## config.mk

```make
export PLATFORM = sky130hd
export DESIGN_NAME = bcc_cell_tet_index_generator
export DESIGN_NICKNAME = d
export VERILOG_FILES = /design/src/hdl/bcctig_pkg.sv /design/src/hdl/bcc_cell_tet_index_generator.sv
export SDC_FILE = /design/constraint.sdc
export NUM_CORES = 2
export LEC_CHECK = 0
export ABC_AREA = 1
export BUFFER_PORTS_ARGS = -buffer_cell sky130_fd_sc_hd__clkbuf_2
export CORE_ASPECT_RATIO = 0.6
export CORE_MARGIN = 8
export CORE_UTILIZATION = 34
export DETAILED_ROUTE_END_ITERATION = 7
export GPL_ROUTABILITY_DRIVEN = 0
export PLACE_DENSITY_LB_ADDON = 0.15
export REMOVE_ABC_BUFFERS = 1
export SLEW_MARGIN = 20
export SYNTH_ARGS = -nofsm -noshare
export SYNTH_HDL_FRONTEND = slang
export SYNTH_SLANG_ARGS = --single-unit
export TNS_END_PERCENT = 20
```

## constraint.sdc

```tcl
create_clock -name clock -period 26.3 [get_ports clock]
set_input_delay 2.63 -clock clock [delete_from_list [all_inputs] [get_ports clock]]
set_output_delay 2.63 -clock clock [all_outputs]
set_load 0.02 [all_outputs]
```

## src/hdl/bcctig_pkg.sv

```systemverilog
// Shared types and constants for the BCC cell tetrahedron index generator.
// No dependencies; used by the top level and its port checker.
package bcctig_pkg;

   localparam int IDX_W          = 31;  // vertex index width
   localparam int COORD_W        = 10;  // cell coordinate width
   localparam int CORNER_CFG_W   = 11;  // corner count register field width
   localparam int CSR_ADDR_W     = 2;
   localparam int CSR_DATA_W     = 31;
   localparam int NUM_TETS       = 12;
   localparam int TET_CNT_W      = 4;

   // Register indexes
   localparam logic [CSR_ADDR_W-1:0] CSR_CORNERS_X        = CSR_ADDR_W'(0);
   localparam logic [CSR_ADDR_W-1:0] CSR_CORNERS_Y        = CSR_ADDR_W'(1);
   localparam logic [CSR_ADDR_W-1:0] CSR_BODY_CENTER_BASE = CSR_ADDR_W'(2);

   typedef logic [IDX_W-1:0] idx_type;

   // Face triangles, one octal digit per corner code (bit0 +x, bit1 +y, bit2 +z).
   localparam logic [8:0] TRI_EVEN [NUM_TETS] = '{
      9'o013, 9'o032, 9'o457, 9'o476,
      9'o015, 9'o054, 9'o237, 9'o276,
      9'o026, 9'o064, 9'o137, 9'o175
   };

   localparam logic [8:0] TRI_ODD [NUM_TETS] = '{
      9'o012, 9'o132, 9'o456, 9'o576,
      9'o014, 9'o154, 9'o236, 9'o376,
      9'o024, 9'o264, 9'o135, 9'o375
   };

endpackage

```

## src/hdl/bcc_cell_tet_index_generator.sv

```systemverilog
// BCC cell tetrahedron index generator, top level.
// Depends on bcctig_pkg.

// One cell coordinate goes in, twelve tetrahedra come out, one per cycle on
// the rsp channel while rsp_ready does not stall it, the twelfth flagged by
// rsp_last_tet. Each tetrahedron is three corner vertex indices (face
// triangle) plus the cell's body-center index on rsp_vertex_d. Cell
// throughput is set by the single result port, fed by the emit stage that
// walks the twelve-entry triangle table. Cells flow through three
// arithmetic stages (register input, multiply, sum) and the emit stage, so
// up to four cells sit inside while an earlier tetrahedron waits in the
// output register; a cell's first tetrahedron passes stages 1 to 4 and then
// the output register. All indices wrap modulo 2^31. Corner count writes
// are clamped to 2..MAX_CORNERS_PER_AXIS. Registers may only be written
// while no cell is in flight.
module bcc_cell_tet_index_generator
   import bcctig_pkg::*;
#(
   parameter int MAX_CORNERS_PER_AXIS = 1024
) (
   input  logic                  clock,
   input  logic                  reset,
   // cell input
   input  logic                  req_valid,
   output logic                  req_ready,
   input  logic [COORD_W-1:0]    req_cell_x,
   input  logic [COORD_W-1:0]    req_cell_y,
   input  logic [COORD_W-1:0]    req_cell_z,
   // tetrahedron output
   output logic                  rsp_valid,
   input  logic                  rsp_ready,
   output logic [IDX_W-1:0]      rsp_vertex_a,
   output logic [IDX_W-1:0]      rsp_vertex_b,
   output logic [IDX_W-1:0]      rsp_vertex_c,
   output logic [IDX_W-1:0]      rsp_vertex_d,
   output logic                  rsp_last_tet,
   // register writes
   input  logic                  csr_wr_en,
   input  logic [CSR_ADDR_W-1:0] csr_index,
   input  logic [CSR_DATA_W-1:0] csr_wdata
);

   localparam int CW = $clog2(MAX_CORNERS_PER_AXIS + 1);  // corner count width
   localparam int PW = 2 * CW;                            // cx*cy width
   localparam int ZW = COORD_W + PW;                      // z*cx*cy width
   localparam int YW = COORD_W + CW;                      // y*cx width

   // ---------------------------------------------------------------------
   // Configuration registers and derived plane sizes
   // ---------------------------------------------------------------------
   logic [CW-1:0]    cx_ff, cy_ff;
   logic [IDX_W-1:0] bcb_ff;
   logic [PW-1:0]    cxy_ff;    // corners per z plane
   logic [PW-1:0]    cxy1_ff;   // body centers per z plane
   logic [CW-1:0]    cfg_clamped;
   logic [CORNER_CFG_W-1:0] cfg_raw;

   always_comb begin
      cfg_raw = csr_wdata[CORNER_CFG_W-1:0];
      if (cfg_raw < CORNER_CFG_W'(2)) begin
         cfg_clamped = CW'(2);
      end else if (cfg_raw > CORNER_CFG_W'(MAX_CORNERS_PER_AXIS)) begin
         cfg_clamped = CW'(MAX_CORNERS_PER_AXIS);
      end else begin
         cfg_clamped = CW'(cfg_raw);
      end
   end

   always_ff @(posedge clock) begin
      if (reset) begin
         cx_ff  <= CW'(2);
         cy_ff  <= CW'(2);
         bcb_ff <= IDX_W'(8);
      end else if (csr_wr_en) begin
         unique case (csr_index)
            CSR_CORNERS_X:        cx_ff  <= cfg_clamped;
            CSR_CORNERS_Y:        cy_ff  <= cfg_clamped;
            CSR_BODY_CENTER_BASE: bcb_ff <= csr_wdata[IDX_W-1:0];
            default: ;  // unknown index, ignored
         endcase
      end
   end

   // follows the registers next cycle; no cell may be in flight, not enforced
   always_ff @(posedge clock) begin
      cxy_ff  <= PW'(cx_ff) * PW'(cy_ff);
      cxy1_ff <= PW'(cx_ff - CW'(1)) * PW'(cy_ff - CW'(1));
   end

   // ---------------------------------------------------------------------
   // Pipeline flow control: each stage loads when empty or draining
   // ---------------------------------------------------------------------
   logic s1_valid_ff, s2_valid_ff, s3_valid_ff, s4_valid_ff;
   logic s1_free, s2_free, s3_free, s4_free;
   logic emit, tet_last;
   logic [TET_CNT_W-1:0] tet_cnt_ff;
   logic rsp_valid_ff;

   always_comb begin
      tet_last  = (tet_cnt_ff == TET_CNT_W'(NUM_TETS - 1));
      emit      = s4_valid_ff && (!rsp_valid_ff || rsp_ready);
      s4_free   = !s4_valid_ff || (emit && tet_last);
      s3_free   = !s3_valid_ff || s4_free;
      s2_free   = !s2_valid_ff || s3_free;
      s1_free   = !s1_valid_ff || s2_free;
      req_ready = s1_free;
   end

   always_ff @(posedge clock) begin
      if (reset) begin
         s1_valid_ff <= 1'b0;
         s2_valid_ff <= 1'b0;
         s3_valid_ff <= 1'b0;
         s4_valid_ff <= 1'b0;
         tet_cnt_ff  <= '0;
      end else begin
         if (s1_free) s1_valid_ff <= req_valid;
         if (s2_free) s2_valid_ff <= s1_valid_ff;
         if (s3_free) s3_valid_ff <= s2_valid_ff;
         if (s4_free) begin
            s4_valid_ff <= s3_valid_ff;
            tet_cnt_ff  <= '0;
         end else if (emit) begin
            tet_cnt_ff  <= tet_cnt_ff + TET_CNT_W'(1);
         end
      end
   end

   // ---------------------------------------------------------------------
   // Stage 1: register the cell, note its parity
   // ---------------------------------------------------------------------
   logic [COORD_W-1:0] s1_x_ff, s1_y_ff, s1_z_ff;
   logic               s1_odd_ff;

   always_ff @(posedge clock) begin
      if (s1_free) begin
         s1_x_ff   <= req_cell_x;
         s1_y_ff   <= req_cell_y;
         s1_z_ff   <= req_cell_z;
         s1_odd_ff <= req_cell_x[0] ^ req_cell_y[0] ^ req_cell_z[0];
      end
   end

   // ---------------------------------------------------------------------
   // Stage 2: plane and row products
   // ---------------------------------------------------------------------
   logic [IDX_W-1:0]   s2_zterm_ff, s2_z1term_ff;
   logic [YW-1:0]      s2_yterm_ff, s2_y1term_ff;
   logic [COORD_W-1:0] s2_x_ff;
   logic               s2_odd_ff;
   logic [ZW-1:0]      z_cxy_in, z_cxy1_in;
   logic [YW-1:0]      y_cx_in, y_cx1_in;

   always_comb begin
      z_cxy_in  = ZW'(s1_z_ff) * ZW'(cxy_ff);
      z_cxy1_in = ZW'(s1_z_ff) * ZW'(cxy1_ff);
      y_cx_in   = YW'(s1_y_ff) * YW'(cx_ff);
      y_cx1_in  = YW'(s1_y_ff) * YW'(cx_ff - CW'(1));
   end

   always_ff @(posedge clock) begin
      if (s2_free) begin
         s2_zterm_ff  <= IDX_W'(z_cxy_in);
         s2_z1term_ff <= IDX_W'(z_cxy1_in);
         s2_yterm_ff  <= y_cx_in;
         s2_y1term_ff <= y_cx1_in;
         s2_x_ff      <= s1_x_ff;
         s2_odd_ff    <= s1_odd_ff;
      end
   end

   // ---------------------------------------------------------------------
   // Stage 3: corner-0 index and body-center index
   // ---------------------------------------------------------------------
   logic [IDX_W-1:0] s3_base_ff, s3_bc_ff;
   logic             s3_odd_ff;

   always_ff @(posedge clock) begin
      if (s3_free) begin
         s3_base_ff <= s2_zterm_ff + IDX_W'(s2_yterm_ff) + IDX_W'(s2_x_ff);
         s3_bc_ff   <= bcb_ff + s2_z1term_ff + IDX_W'(s2_y1term_ff)
                       + IDX_W'(s2_x_ff);
         s3_odd_ff  <= s2_odd_ff;
      end
   end

   // ---------------------------------------------------------------------
   // Stage 4: all eight corners, held while the cell's tets go out
   // ---------------------------------------------------------------------
   logic [IDX_W-1:0] s4_corner_ff [8];
   logic [IDX_W-1:0] s4_corner_in [8];
   logic [IDX_W-1:0] s4_bc_ff;
   logic             s4_odd_ff;
   logic [IDX_W-1:0] cxw, cxyw;

   always_comb begin
      cxw  = IDX_W'(cx_ff);
      cxyw = IDX_W'(cxy_ff);
      for (int c = 0; c < 8; c++) begin
         s4_corner_in[c] = s3_base_ff
                           + (c[2] ? cxyw : IDX_W'(0))
                           + (c[1] ? cxw  : IDX_W'(0))
                           + IDX_W'(c[0]);
      end
   end

   always_ff @(posedge clock) begin
      if (s4_free) begin
         s4_corner_ff <= s4_corner_in;
         s4_bc_ff     <= s3_bc_ff;
         s4_odd_ff    <= s3_odd_ff;
      end
   end

   // ---------------------------------------------------------------------
   // Emit: table lookup into the output register
   // ---------------------------------------------------------------------
   logic [8:0]       tri_sel;
   logic [IDX_W-1:0] va_ff, vb_ff, vc_ff, vd_ff;
   logic             last_ff;

   assign tri_sel = s4_odd_ff ? TRI_ODD[tet_cnt_ff] : TRI_EVEN[tet_cnt_ff];

   always_ff @(posedge clock) begin
      if (reset) begin
         rsp_valid_ff <= 1'b0;
      end else if (emit) begin
         rsp_valid_ff <= 1'b1;
      end else if (rsp_ready) begin
         rsp_valid_ff <= 1'b0;
      end
   end

   always_ff @(posedge clock) begin
      if (emit) begin
         va_ff   <= s4_corner_ff[tri_sel[8:6]];
         vb_ff   <= s4_corner_ff[tri_sel[5:3]];
         vc_ff   <= s4_corner_ff[tri_sel[2:0]];
         vd_ff   <= s4_bc_ff;
         last_ff <= tet_last;
      end
   end

   assign rsp_valid    = rsp_valid_ff;
   assign rsp_vertex_a = va_ff;
   assign rsp_vertex_b = vb_ff;
   assign rsp_vertex_c = vc_ff;
   assign rsp_vertex_d = vd_ff;
   assign rsp_last_tet = last_ff;

endmodule

```

==> Yosys cells after proc, flatten, opt, wreduce, memory -nomap -nowiden <==
Memory sizes are Yosys's and may differ from the RTL's.
Cells that the tools add are included.
{ "word_totals": {"regBits": 720, "elab_cells": 114, "out_inout_bits": 127, "memories": 2, "mem_bits_ro": 288} }
{ "mem_list": {"columns": ["name", "words", "width", "rd", "rd_clocked_by_memory_dff", "write_ports", "line", "text"], "rows": [
  ["(name not given)", 16, 9, 1, 0, 0, "bcc_cell_tet_index_generator.sv:222", "assign tri_sel = s4_odd_ff ? TRI_ODD[tet_cnt_ff] : TRI_EVEN[tet_cnt_ff];"],
  ["(name not given)", 16, 9, 1, 0, 0, "bcc_cell_tet_index_generator.sv:222", null]
]} }
{ "op_classes": {"n_eq_ne": 3, "bitwise": 6, "reduce_logical": 18, "addsub": 16, "n_mul": 6, "n_mux": 18, "n_lt_le_gt_ge": 6} }
{ "ops": {"columns": ["cell", "n"], "rows": [
  ["31-bit binary-select mux with 3-bit select", 3],
  ["31-bit 2-to-1 mux", 6],
  ["31-bit by 1-bit adder with 31-bit output, second input constant", 4],
  ["31-bit by 10-bit adder with 31-bit output", 2],
  ["31-bit by 11-bit adder with 31-bit output", 2],
  ["31-bit by 21-bit adder with 31-bit output", 2],
  ["10-bit by 22-bit multiplier with 31-bit output", 2],
  ["9-bit 2-to-1 mux", 5],
  ["11-bit by 1-bit subtractor with 12-bit output, second input constant", 3],
  ["31-bit by 22-bit adder with 31-bit output", 1],
  ["31-bit adder", 1],
  ["11-bit by 11-bit multiplier with 22-bit output", 1],
  ["12-bit by 12-bit multiplier with 22-bit output", 1],
  ["11-bit 2-to-1 mux", 2],
  ["10-bit by 11-bit multiplier with 21-bit output", 1],
  ["11-bit by 12-bit multiplier with 21-bit output", 1],
  ["4-bit greater-or-equal comparator, second input constant", 3],
  ["3-bit NOT with 4-bit output", 3],
  ["11-bit greater-than comparator, second input constant", 1],
  ["11-bit by 2-bit < comparator with 1-bit output, second input constant", 1],
  ["2-bit AND reduction", 3],
  ["5-bit greater-or-equal comparator, second input constant", 1],
  ["1-bit logical NOT", 5],
  ["1-bit logical OR", 5],
  ["other kinds (11)", 14]
]} }

==> Logic depth before layout (Yosys ltp) <==
{ "depth": {"word_depth": 9, "depth_mapped": 37, "mapped_depth_nobuf": 35} }

==> Worst setup path after synthesis <==
OpenSTA, ideal clock, no wires.
{ "synth_path": {"kind": "input -> output", "startpoint": "in rsp_ready", "endpoint": "out req_ready", "n_path_buf": 0, "stages": 8, "arrival_time_ns": 10.842, "path_slack_ns": 12.828, "path_cell_list": "inv_1 > nand2_1 > a21oi_1 > inv_1 > nor2_1 > inv_1 > nor2_1 > nand2_1"} }
{ "synth_via": {"elab_chain_len": 7} }
{ "synth_lines": {"columns": ["element", "line", "text"], "rows": [
  ["start, declared", "bcc_cell_tet_index_generator.sv:31", "input logic rsp_ready,"],
  ["1-bit logical OR", "bcc_cell_tet_index_generator.sv:101", "emit = s4_valid_ff && (!rsp_valid_ff || rsp_ready);"],
  ["1-bit logical AND", "bcc_cell_tet_index_generator.sv:101", null],
  ["1-bit logical AND", "bcc_cell_tet_index_generator.sv:102", "s4_free = !s4_valid_ff || (emit && tet_last);"],
  ["1-bit logical OR", "bcc_cell_tet_index_generator.sv:102", null],
  ["named net s4_free", "bcc_cell_tet_index_generator.sv:94", "logic s1_free, s2_free, s3_free, s4_free;"],
  ["1-bit logical OR", "bcc_cell_tet_index_generator.sv:103", "s3_free = !s3_valid_ff || s4_free;"],
  ["named net s3_free", "bcc_cell_tet_index_generator.sv:94", null],
  ["1-bit logical OR", "bcc_cell_tet_index_generator.sv:104", "s2_free = !s2_valid_ff || s3_free;"],
  ["1-bit logical OR", "bcc_cell_tet_index_generator.sv:105", "s1_free = !s1_valid_ff || s2_free;"],
  ["end, declared", "bcc_cell_tet_index_generator.sv:25", "output logic req_ready,"]
]} }
The timed path passes the listed nets, and every way through them passes these cells.

==> Worst setup path after layout <==
Same ends and word-level chain as after synthesis.

==> reports/qor.yml <==
worst_setup_path:
  cp-end-kind: "output pin"
  path_max_fanout: 134
  cp.arrival_ns: 4.95
  critical_path_class: "in2out"
  start_kind: "input port"
  path_cells: "clkbuf_2 > inv_1 > nand2_1 > a21oi_1 > inv_8 > nor2_1 > inv_2 > nor2_1 > nand2_2 > clkbuf_2"
  cpPeakStageDelay_ns: 0.41
  cp_slowest_cell: "a21oi_1"
  crit_required_ns: 23.67
  cp_top_family: "simple AND/OR/NAND/NOR gates"
  r2r_setup_slack_ns: 18.74
  path_buf_inv: 5
floorplan:
  dieArea_sq_um: 216000
  die_h_um: 364
  die_x_um: 595
  initial_core_util_pct: 34.3
  core-area_sq_um: 200000
  ioPinCount: 195
  num_rows: 127
logic_synthesis:
  synth_simple_gate_area_share_pct: 17.4
  yosys.area_share.adder_pct: 30.5
  yosys-mux-area-fraction_pct: 0.453
  yosys.area.top_type_share_pct: 26.9
  synth.largest_area_cell: "edfxtp_1"
  synth-warning-count: 0
  synth-seq-cells: 720
  yosysUniqueCellTypes: 62
  synth_compound_area_share_pct: 6.69
  post_synth.cell_area_avg_sq_um: 8.70
  ys_seq_area_share_pct: 30.0
  synth_area_leaders: "edfxtp_1, fa_1, nand2_1"
  synth_top_family_by_area: "adder cells"
  synth-edff-count: 614
  postSynthCellCount: 7873
  synth_xor_area_share_pct: 4.68
  synthArstFlopShare_pct: 0
  synth_flop_cell: "edfxtp_1"
  syn-cell-area_sq_um: 68500
cts:
  cts_tree: "done"
  clk_latency_ns: 0.71
  cts_num_sinks: 720
  clkSlewWorstSetupHoldPaths_ns: 0.06
  cts-root-buf: "clkbuf_16"
  cts_buffers: 82
  clockBufferDepth: 3
  cts_resized: 0
  cts-htree-levels: 3
  postCtsHoldBufs: 0
  postCtsSetupBuffers: 0
final_layout:
  area_delta_synth_final_pct: 9.67
  nets: 9220
  utilization_pct: 37.6
  design_area_sq_um: 75100
  drive_gt1_share_pct: 6.87
sta:
  fin_crit_sh_pct: 28.8
  skew_ns: 0.0586
  tightest_slew_ns: 1.22
  finalHoldViolations: 0
  totalNegativeSetupSlack_ns: 0
  period_needed_ns: 7.58
  maxSlewHeadroom_pct: 17.9
  rsz0062_at_grt: "false"
  setup_viol: 0
  hold_slack_ns: 0.413
  fin_ws_ns: 18.72
  max_clock_freq_mhz: 132
  drv_slew: 0
routing:
  routed_wl_mm: 230
  top_layer: "met5"
  vias: 53575
  wl_met3_mm: 27.1
  drt_iter0_drc: 5179
  detail_route.drc_violations: 0
  routedWlPerCell_um: 21.6
  viasPerCell: 5.04
  route.met2.wl_mm: 79.6
  drtAntennaViolNets: 0
  drt-met1-wl_mm: 119
  firstDrtPassIters: 6
placement:
  post-dp-hpwl_mm: 181
  placed_area_sq_um: 72300
  dpl_worst_slack_ns: 18.72
  io_buffers: 194
outcome:
  status: "completed"
hold_path:
  hp-class: "reg2reg"
global_route:
  grt_usage_pct: 21.0
  grt_pass1_wl_mm: 346
  antenna_found_initial: 22
  grt_pass1_vias: 52674
  grt-ovfl-total: 0
  grt_max_degree: 135
pwr:
  power_density_nw_per_um2: 121
  p_leak_nw: 37.3
  ir_drop_v: 0.000303
job:
  max_cap_violations: 0
-- synthesized netlist by cell type, types with 8 or more instances --
cell type,count
nand3_2,8
a21oi_1,315
a31oi_1,18
a32o_1,31
o21ai_0,298
fa_1,742
o21bai_1,14
dfxtp_1,106
nor3_1,76
buf_1,37
nor2_2,27
nand4_1,57
edfxtp_1,614
nand2_2,23
nor2_1,426
nand2_1,1898
o21a_1,8
xnor2_1,95
o211ai_1,64
nand3_1,243
ha_1,482
xor2_1,268
clkbuf_1,264
or2_2,18
mux2i_1,31
inv_1,1538
inv_2,17
nor4_1,12
nand3b_1,37
-- registers in the layout, indices dropped and copies added (netlist names), 11 cells and up --
| name | flops |
|---|---|
| s4_bc_ff | 31 |
| rsp_vertex_c | 31 |
| rsp_vertex_d | 31 |
| cxy_ff | 22 |
| cxy1_ff | 22 |
| bcb_ff | 31 |
| s3_base_ff | 31 |
| s2_zterm_ff | 31 |
| s2_z1term_ff | 31 |
| rsp_vertex_b | 31 |
| s3_bc_ff | 31 |
| cy_ff | 11 |
| rsp_vertex_a | 31 |
| cx_ff | 11 |
| s2_yterm_ff | 21 |
| s4_corner_ff | 248 |
| s2_y1term_ff | 21 |
-- area by class of cell --
cell class,instances,area (sq um)
Fill cell,20317,125000
Multi-Input combinational cell,5284,41000
Sequential cell,720,20600
Inverter,1561,5880
Tap cell,2644,3310
Clock buffer,95,2120
Timing Repair Buffer,279,1610
Clock inverter,53,578
Antenna cell,4,10.0
-- through the flow --
step,power (mW),cells
after floorplan,5.31,7565
after global placement,7.73,10488
after detailed placement,7.76,10488
after CTS,8.99,10636
after global routing,9.90,10636
final,9.11,10640
-- worst reg2reg max path, delay by kind of cell (launching register included) --
family	cells	cell delay [ns]
AND/OR/NAND/NOR	11	1.40
AO/OA/AOI/OAI	5	1.16
buffers and inverters	7	1.30
adder cells (fa/ha/maj)	6	2.84
flip-flops	1	0.65
XOR/XNOR	1	0.06
-- cell families after synthesis --
| logic type | after synthesis |
|---|---|
| XOR/XNOR | 364 |
| AND/OR/NAND/NOR | 2860 |
| buffers and inverters | 1869 |
| multiplexers | 31 |
| flip-flops | 720 |
| adder cells (fa/ha/maj) | 1224 |
| AO/OA/AOI/OAI | 805 |
-- worst paths after layout --
| check | start | endpoint | cells past startpoint |
|---|---|---|---|
| setup / recovery | rsp_ready | req_ready | 10 |
| hold / removal | s1_x_ff[3] | s2_x_ff[3] | 0 |
| setup reg to reg | cx_ff[2] | cxy1_ff[21] | 30 |
| hold reg to reg | s1_x_ff[3] | s2_x_ff[3] | 0 |
-- power breakdown --
group | internal, mW | switching, mW
logic | 1.74 | 4.01
registers | 1.85 | 0.317
clock network | 0.657 | 0.532
total | 4.25 | 4.86
-- placed cells by master (no fill, tap or decap), drive strengths merged, types with 5 or more instances in the layout --
cell type  synthesis  routed
a21oi            315     315
clkinv             6      41
o211ai            64      64
a32o              31      31
nor2             460     460
edfxtp           614     614
xnor2             95      95
a21o               7       7
and2               6       6
inv             1555    1561
a21boi             7       7
dfxtp            106     106
xor2             269     269
o21a               8       8
nand3b            37      37
o31ai              5       5
clkbuf           264     289
nor3              81      81
o21ai            304     304
or2               19      19
nor4              14      14
nand2           1929    1929
mux2i             31      31
nand3            252     252
buf               44      85
o21bai            14      14
clkinvlp           0       5
fa               742     742
a211oi             6       6
ha               482     482
nand4             57      57
bufinv             0       7
a31oi             18      18
o221ai             6       6
-- layer usage --
metal  GRT usage, %  vias up
met5              0        -
met4           3.49       18
met3           6.75      248
met2           26.0     2234
met1           34.5    26324
li1               -    24751
No activity file was read; power rests on OpenSTA's default activity.
